### src/sv/rtcdtc_pkg.sv
// ----------------------------------------------------------------------------
// rtcdtc_pkg
// Types and constants of the RTC disciplined timer calibrator.
// ----------------------------------------------------------------------------
package rtcdtc_pkg;

	localparam int CAL_COUNT_WIDTH = 32;
	localparam int CFG_INDEX_W     = 2;

	localparam logic [CFG_INDEX_W-1:0] REG_PRESCALER_RESET = 2'd0;
	localparam logic [CFG_INDEX_W-1:0] REG_STABLE_LIMIT    = 2'd1;

	localparam logic [15:0] STABLE_LIMIT_RESET = 16'd1800;
	localparam logic [32:0] NS_PER_SEC         = 33'd1000000000;

	localparam logic OP_SECOND = 1'b0;
	localparam logic OP_READ   = 1'b1;

	localparam logic [1:0] PH_TICK   = 2'd0;
	localparam logic [1:0] PH_TOCK   = 2'd1;
	localparam logic [1:0] PH_INIT   = 2'd2;
	localparam logic [1:0] PH_NOINIT = 2'd3;

	typedef struct packed {
		logic        op;
		logic [31:0] timer_count;
		logic [31:0] rtc_seconds;
	} cal_in_t;

	typedef struct packed {
		logic [31:0] seconds;
		logic [31:0] nanoseconds;
		logic [31:0] prescaler_value;
		logic        restart_timer;
		logic [31:0] ticks_per_second;
	} cal_out_t;

endpackage

### src/sv/rtc_disciplined_timer_calibrator_core.sv
// ----------------------------------------------------------------------------
// rtc_disciplined_timer_calibrator_core
// Trims a fast timer against an RTC second pulse and converts timer counts
// to nanoseconds, using one shared 34-bit add/subtract unit.
// ----------------------------------------------------------------------------
//  channel  | signals                         | direction
//  in       | in_valid, in_ready, in_data     | request in
//  out      | out_valid, out_ready, out_data  | result out
//  cfg      | cfg_valid, cfg_ready, cfg_index, cfg_data | register write in
//
// A request with no rescale and no read conversion goes straight to S_FIN. A
// read with a nonzero tick estimate, or a tock that rescales, runs
// 32 shift-add multiply steps, then 64 restoring divide steps, on the shared
// adder. in_ready is low while a request is in work; a result waits in the
// output register while out_ready is low. Reset is asynchronous, active low.
// ----------------------------------------------------------------------------
module rtc_disciplined_timer_calibrator_core
	import rtcdtc_pkg::*;
#(
	parameter int COUNT_WIDTH = CAL_COUNT_WIDTH
) (
	input  logic                   clk,
	input  logic                   arst_n,
	input  logic                   in_valid,
	output logic                   in_ready,
	input  cal_in_t                in_data,
	output logic                   out_valid,
	input  logic                   out_ready,
	output cal_out_t               out_data,
	input  logic                   cfg_valid,
	output logic                   cfg_ready,
	input  logic [CFG_INDEX_W-1:0] cfg_index,
	input  logic [31:0]            cfg_data
);

	localparam logic [31:0] CNT_MASK = 32'((64'd1 << COUNT_WIDTH) - 64'd1);
	localparam int MUL_STEPS = 32;
	localparam int DIV_STEPS = 64;
	localparam int STEP_W    = $clog2(DIV_STEPS);

	localparam logic [1:0] S_IDLE = 2'd0;
	localparam logic [1:0] S_MUL  = 2'd1;
	localparam logic [1:0] S_DIV  = 2'd2;
	localparam logic [1:0] S_FIN  = 2'd3;

	logic [1:0]        st_q;
	logic [STEP_W-1:0] step_q;
	logic              job_read_q;

	logic [15:0] stable_limit_q;
	logic [31:0] seconds_q;
	logic [31:0] tick_q;
	logic [31:0] prescaler_q;
	logic [1:0]  phase_q;
	logic [16:0] stable_q;

	logic [31:0] nsec_q;
	logic        restart_q;
	logic        out_valid_q;
	cal_out_t    out_q;

	logic [65:0] acc_q;
	logic [32:0] rem_q;
	logic [32:0] mulb_q;
	logic [32:0] dvsr_q;

	logic [31:0]        count;
	logic [31:0]        diff;
	logic signed [31:0] half;
	logic [31:0]        t_half;
	logic [31:0]        t_adj;
	logic [16:0]        sc_inc;
	logic [33:0]        div_r;
	logic [33:0]        alu_x;
	logic [33:0]        alu_y;
	logic [34:0]        alu_sum;
	logic               in_acc;
	logic               out_load;

	assign in_ready  = (st_q == S_IDLE);
	assign cfg_ready = 1'b1;
	assign out_valid = out_valid_q;
	assign out_data  = out_q;
	assign in_acc    = in_valid && in_ready;
	assign out_load  = (st_q == S_FIN) && (!out_valid_q || out_ready);

	always_comb begin
		count  = in_data.timer_count & CNT_MASK;
		diff   = count - tick_q;
		half   = ($signed(diff) + $signed({31'd0, diff[31]})) >>> 1;
		t_half = tick_q + $unsigned(half);
		t_adj  = (t_half == tick_q) ? t_half + 32'd1 : t_half;
		sc_inc = stable_q + 17'd1;
	end

	// shared adder: accumulate in multiply, trial subtract in divide
	always_comb begin
		div_r = {rem_q, acc_q[63]};
		if (st_q == S_MUL) begin
			alu_x = acc_q[65:32];
			alu_y = acc_q[0] ? {1'b0, mulb_q} : 34'd0;
		end else begin
			alu_x = div_r;
			alu_y = ~{1'b0, dvsr_q};
		end
		alu_sum = {1'b0, alu_x} + {1'b0, alu_y} + 35'(st_q == S_DIV);
	end

	always_ff @(posedge clk or negedge arst_n) begin
		if (!arst_n) begin
			st_q           <= S_IDLE;
			step_q         <= '0;
			job_read_q     <= 1'b0;
			stable_limit_q <= STABLE_LIMIT_RESET;
			seconds_q      <= '0;
			tick_q         <= '0;
			prescaler_q    <= '0;
			phase_q        <= PH_NOINIT;
			stable_q       <= '0;
			out_valid_q    <= 1'b0;
		end else begin
			if (cfg_valid && cfg_ready) begin
				case (cfg_index)
					REG_PRESCALER_RESET: prescaler_q <= cfg_data;
					REG_STABLE_LIMIT: stable_limit_q <= cfg_data[15:0];
					default: ;
				endcase
			end

			if (out_load)
				out_valid_q <= 1'b1;
			else if (out_ready)
				out_valid_q <= 1'b0;

			case (st_q)
				S_IDLE: begin
					if (in_acc) begin
						step_q     <= '0;
						job_read_q <= (in_data.op == OP_READ);
						st_q       <= S_FIN;
						if (in_data.op == OP_READ) begin
							if (tick_q != 32'd0) begin
								acc_q  <= {34'd0, count};
								mulb_q <= NS_PER_SEC;
								dvsr_q <= {1'b0, tick_q};
								st_q   <= S_MUL;
							end
						end else begin
							seconds_q <= seconds_q + 32'd1;
							case (phase_q)
								PH_TICK:   phase_q <= PH_TOCK;
								PH_NOINIT: phase_q <= PH_INIT;
								PH_INIT: begin
									seconds_q <= in_data.rtc_seconds;
									tick_q    <= diff;
									phase_q   <= PH_TOCK;
								end
								PH_TOCK: begin
									phase_q <= PH_TICK;
									if (diff == 32'd0) begin
										if (sc_inc > {1'b0, stable_limit_q}) begin
											stable_q <= '0;
											if (prescaler_q != 32'd0) begin
												acc_q       <= {34'd0, tick_q};
												mulb_q      <= {1'b0, prescaler_q} + 33'd1;
												dvsr_q      <= {1'b0, prescaler_q};
												prescaler_q <= prescaler_q - 32'd1;
												st_q        <= S_MUL;
											end
										end else begin
											stable_q <= sc_inc;
										end
									end else if (diff == 32'd1) begin
										tick_q <= tick_q + 32'd1;
									end else if (diff == 32'hFFFF_FFFF) begin
										tick_q <= tick_q - 32'd1;
									end else begin
										stable_q <= '0;
										if (prescaler_q != 32'hFFFF_FFFF) begin
											acc_q       <= {34'd0, t_adj};
											mulb_q      <= {1'b0, prescaler_q} + 33'd1;
											dvsr_q      <= {1'b0, prescaler_q} + 33'd2;
											prescaler_q <= prescaler_q + 32'd1;
											st_q        <= S_MUL;
										end else begin
											tick_q <= t_adj;
										end
									end
								end
								default: ;
							endcase
						end
					end
				end
				S_MUL: begin
					acc_q  <= {1'b0, alu_sum[33:0], acc_q[31:1]};
					step_q <= step_q + 1'b1;
					if (step_q == STEP_W'(MUL_STEPS - 1)) begin
						step_q <= '0;
						rem_q  <= '0;
						st_q   <= S_DIV;
					end
				end
				S_DIV: begin
					rem_q  <= alu_sum[34] ? alu_sum[32:0] : div_r[32:0];
					acc_q  <= {2'b00, acc_q[62:0], alu_sum[34]};
					step_q <= step_q + 1'b1;
					if (step_q == STEP_W'(DIV_STEPS - 1)) begin
						if (!job_read_q)
							tick_q <= {acc_q[30:0], alu_sum[34]};
						st_q <= S_FIN;
					end
				end
				S_FIN: begin
					if (out_load)
						st_q <= S_IDLE;
				end
				default: st_q <= S_IDLE;
			endcase
		end
	end

	// payload side: no reset needed
	always_ff @(posedge clk) begin
		if (in_acc) begin
			nsec_q    <= '0;
			restart_q <= (in_data.op == OP_SECOND);
		end
		if (st_q == S_DIV && step_q == STEP_W'(DIV_STEPS - 1) && job_read_q)
			nsec_q <= {acc_q[30:0], alu_sum[34]};
		if (out_load) begin
			out_q.seconds          <= seconds_q;
			out_q.nanoseconds      <= nsec_q;
			out_q.prescaler_value  <= prescaler_q;
			out_q.restart_timer    <= restart_q;
			out_q.ticks_per_second <= tick_q;
		end
	end

endmodule

### config.mk
export PLATFORM = sky130hd
export DESIGN_NAME = rtc_disciplined_timer_calibrator_core
export DESIGN_NICKNAME = d
export VERILOG_FILES = /design/src/sv/rtcdtc_pkg.sv /design/src/sv/rtc_disciplined_timer_calibrator_core.sv
export SDC_FILE = /design/constraint.sdc
export NUM_CORES = 1
export LEC_CHECK = 0
export ABC_CLOCK_PERIOD_IN_PS = 15200
export BUFFER_PORTS_ARGS = -buffer_cell sky130_fd_sc_hd__buf_2
export CAP_MARGIN = 10
export CORE_ASPECT_RATIO = 0.5
export CORE_MARGIN = 2
export CORE_UTILIZATION = 50
export DETAILED_ROUTE_END_ITERATION = 16
export PLACE_DENSITY = 0.68
export SYNTH_ARGS = -nofsm -noshare
export SYNTH_HDL_FRONTEND = slang
export SYNTH_SLANG_ARGS = --single-unit
### constraint.sdc
create_clock -name clk -period 15.2 [get_ports clk]
set_input_delay 1.52 -clock clk [delete_from_list [all_inputs] [get_ports clk]]
set_output_delay 1.52 -clock clk [all_outputs]
set_load 0.01 [all_outputs]
==> impl_metrics.py <==
metrics = {
    "logic_synthesis": {
        "synth_top_area_share": 0.288,
        "yosysWarnings": 0,
        "yosysMostFrequentCell": "nand2_1",
        "ys.flop_type": "edfxtp_1",
        "synth_common_cells": "402 x nand2_1, 326 x edfxtp_1, 305 x nor2_1",
        "synth_top_area_cell": "edfxtp_1",
        "postSynthCellCount": 3804,
        "netlist_area_um2": 34000,
        "synth_edf_count": 326,
        "syn_avg_cell_area_um2": 8.93,
        "synth_seq_area_share": 0.392,
        "synth_cell_type_count": 106,
        "synth_nets": 4041,
        "async_flop_share": 0.302,
        "synthTopCellsByArea": "edfxtp_1 29%, dfrtp_1 9.9%, ha_1 4.8%",
        "synth_seq_cells": 467,
    },
    "worst_setup_path": {
        "crit_type": "register to register",
        "end_kind": "register",
        "cp.required_ps": 15520,
        "cpLargestDelayFamily": "simple AND/OR/NAND/NOR gates",
        "crit_path_max_fanout": 31,
        "r2r-start": "tick_q[20]$_DFFE_PN0P_",
        "slowest_delay_ps": 650,
        "crit_slowest_cell": "ha_1",
        "cp_data_arrival_time_ps": 10780,
        "crit_path_start_kind": "register",
        "worst-path-buf-inv": 4,
        "startpoint": "tick_q[20]$_DFFE_PN0P_",
    },
    "clock_network": {
        "clk_pin_slew_ps": 70,
        "cts_setup_buffers": 0,
        "htreeDepth": 2,
        "cts_hold_buf": 0,
        "cts_tree": "built",
        "post_cts_resized": 0,
        "clk_latency_ps": 620,
        "numClockSinks": 467,
        "clockBufferDepth": 3,
        "clockRootBuffer": "clkbuf_16",
        "cts_buffers": 46,
    },
    "global_route": {
        "grt_pass1_vias": 30800,
        "grtUsageTotal": 0.400,
        "grt_max_degree": 87,
        "grt_pass1_wl_mm": 209,
        "antenna_found_initial": 9,
        "overflow": 0,
    },
    "timing": {
        "fin_tns_setup_ps": 0,
        "final-max-slew-violation-count": 0,
        "worst_slew_pin_slew_ps": 1290,
        "hold_viol": 0,
        "finClkSkew_ps": 29.0,
        "setup_viol": 0,
        "rsz0062_at_grt": "false",
        "hold-worst-slack_ps": 417,
        "fin_crit_sh": 0.688,
        "fmax_ghz": 0.0956,
        "timing.final.crit_period_ps": 10460,
        "maxSlewHeadroom": 0.132,
    },
    "layout": {
        "final_nets": 4189,
        "drive_gt1_frac": 0.146,
        "syn_to_final_growth_pct": 11.4,
        "final_area_um2": 37800,
        "final_util": 0.564,
        "instances_no_fill": 4891,
    },
    "power_and_ir_drop": {
        "power_leakage_nw": 14.6,
        "ir_worst_vdd_v": 0.0000896,
        "pwr_density_cell_nw_per_um2": 122,
    },
    "floorplanning": {
        "chipHeight_um": 188,
        "rows": 67,
        "core_um2": 67100,
        "die_x_um": 373,
        "start_util": 0.506,
        "die_area_um2": 70200,
        "num_io_pins": 236,
    },
    "detailed_routing": {
        "totalWireLength_mm": 145,
        "ant_nets": 0,
        "drcViolationCount": 0,
        "vias": 33200,
        "wire_per_inst_um": 29.6,
        "vias_per_cell": 6.79,
        "drtIter0Drc": 4501,
        "first_pass_iters": 7,
    },
    "placed_design": {
        "post_dp_cell_area_um2": 36200,
        "hpwl_mm": 107,
        "dp.cells": 4801,
        "gp_congestion": 1.07,
        "portBuffers": 234,
    },
    "run_status": {
        "status": "finished, final reports clean",
    },
    "hold_path": {
        "worstHoldStart": "nsec_q[2]$_SDFFCE_PN0P_",
        "hold_path.class": "register to register",
    },
    "run": {
        "drv_cap": 0,
    },
}
==> layout by cell type (no fill, tap or decap), types with 25 or more instances in the layout <==
| cell | Yosys | routed |
|---|---|---|
| nand2_1 | 402 | 402 |
| edfxtp_1 | 326 | 326 |
| nor2_1 | 305 | 301 |
| o21ai_0 | 267 | 265 |
| a21oi_1 | 267 | 265 |
| buf_2 | 26 | 232 |
| xnor2_1 | 179 | 179 |
| nand3_1 | 137 | 137 |
| dfrtp_1 | 135 | 135 |
| ha_1 | 129 | 127 |
| buf_4 | 3 | 114 |
| inv_1 | 97 | 97 |
| nor3_1 | 97 | 96 |
| xor2_1 | 78 | 78 |
| mux2i_1 | 67 | 67 |
| and3_1 | 62 | 61 |
| a22o_1 | 61 | 61 |
| and2_1 | 59 | 57 |
| nand4_1 | 54 | 54 |
| mux2_2 | 51 | 51 |
| nor4_1 | 52 | 51 |
| clkbuf_16 | 0 | 47 |
| a21o_1 | 46 | 46 |
| a211oi_1 | 46 | 44 |
| nor2b_1 | 44 | 43 |
| o22ai_1 | 41 | 41 |
| a221oi_1 | 40 | 40 |
| nand2b_1 | 38 | 37 |
| o21ai_1 | 34 | 35 |
| o21a_1 | 33 | 33 |
| or3_1 | 31 | 31 |
| o31ai_1 | 29 | 29 |
| a31oi_1 | 25 | 25 |
==> state kept, by name, indices dropped and copies added, names as in the netlist <==
register,flops
out_valid,1
prescaler_q,32
restart_q,1
step_q,6
stable_limit_q,16
nsec_q,32
acc_q,65
stable_q,17
mulb_q,33
rem_q,33
seconds_q,32
out_data,129
tick_q,32
phase_q,2
st_q,2
dvsr_q,33
job_read_q,1
==> power breakdown <==
| part | internal, mW | switching [mW] | leakage (nW) |
|---|---|---|---|
| registers | 1.49 | 0.115 | 4.90 |
| logic | 0.632 | 1.09 | 8.95 |
| clock network | 0.723 | 0.558 | 0.792 |
==> cells by family (layout without fill, tap and decap cells) <==
kind of cell             after synthesis  count (layout)  share of synthesized area
AO/OA/AOI/OAI                       1083            1083                      0.209
XOR/XNOR                             259             259                     0.0674
adder cells (fa/ha/maj)              133             133                     0.0499
buffers and inverters                356             541                     0.0427
flip-flops                           467             467                      0.392
multiplexers                         118             118                     0.0367
other                                  1               6                   0.000110
AND/OR/NAND/NOR                     1387            1387                      0.202
==> layout make-up <==
cell class / instances / area [um2]
sequential: 467 / 13300
inverter: 109 / 409
tap: 897 / 1120
clock inverter: 25 / 342
antenna: 5 / 12.5
fill: 6008 / 29200
multi-input combinational: 2981 / 19300
clock buffer: 60 / 1280
timing repair buffer: 347 / 2030
==> stage by stage <==
stage / setup WS [ps] / power (mW)
after floorplan: 5960 / 2.72
after global placement: 4520 / 3.26
after detailed placement: 4370 / 3.27
after CTS: 5020 / 4.54
after global routing: 4140 / 4.77
final: 4740 / 4.61
==> path summary, 6_finish.rpt <==
kind                                             endpoint  slack (ps)  cells after the start
worst max-delay path                  acc_q[24]$_DFFE_PP_        4740                     34
worst min-delay path               out_data[67]$_DFFE_PP_         420                      0
worst max register to register        acc_q[24]$_DFFE_PP_        4740                     34
worst min register to register     out_data[67]$_DFFE_PP_         420                      0
max in group asynchronous         stable_q[5]$_DFFE_PN0P_       12350                      3
min in group asynchronous       seconds_q[25]$_DFFE_PN0P_         850                      1
==> layer usage <==
metal	vias up	wire, um	track usage
li1	14400	-	-
met1	16000	58800	0.547
met2	2372	59900	0.589
met3	476	18400	0.112
met4	2	7770	0.184
met5	-	13	0
(Power assumes the default switching activity.)
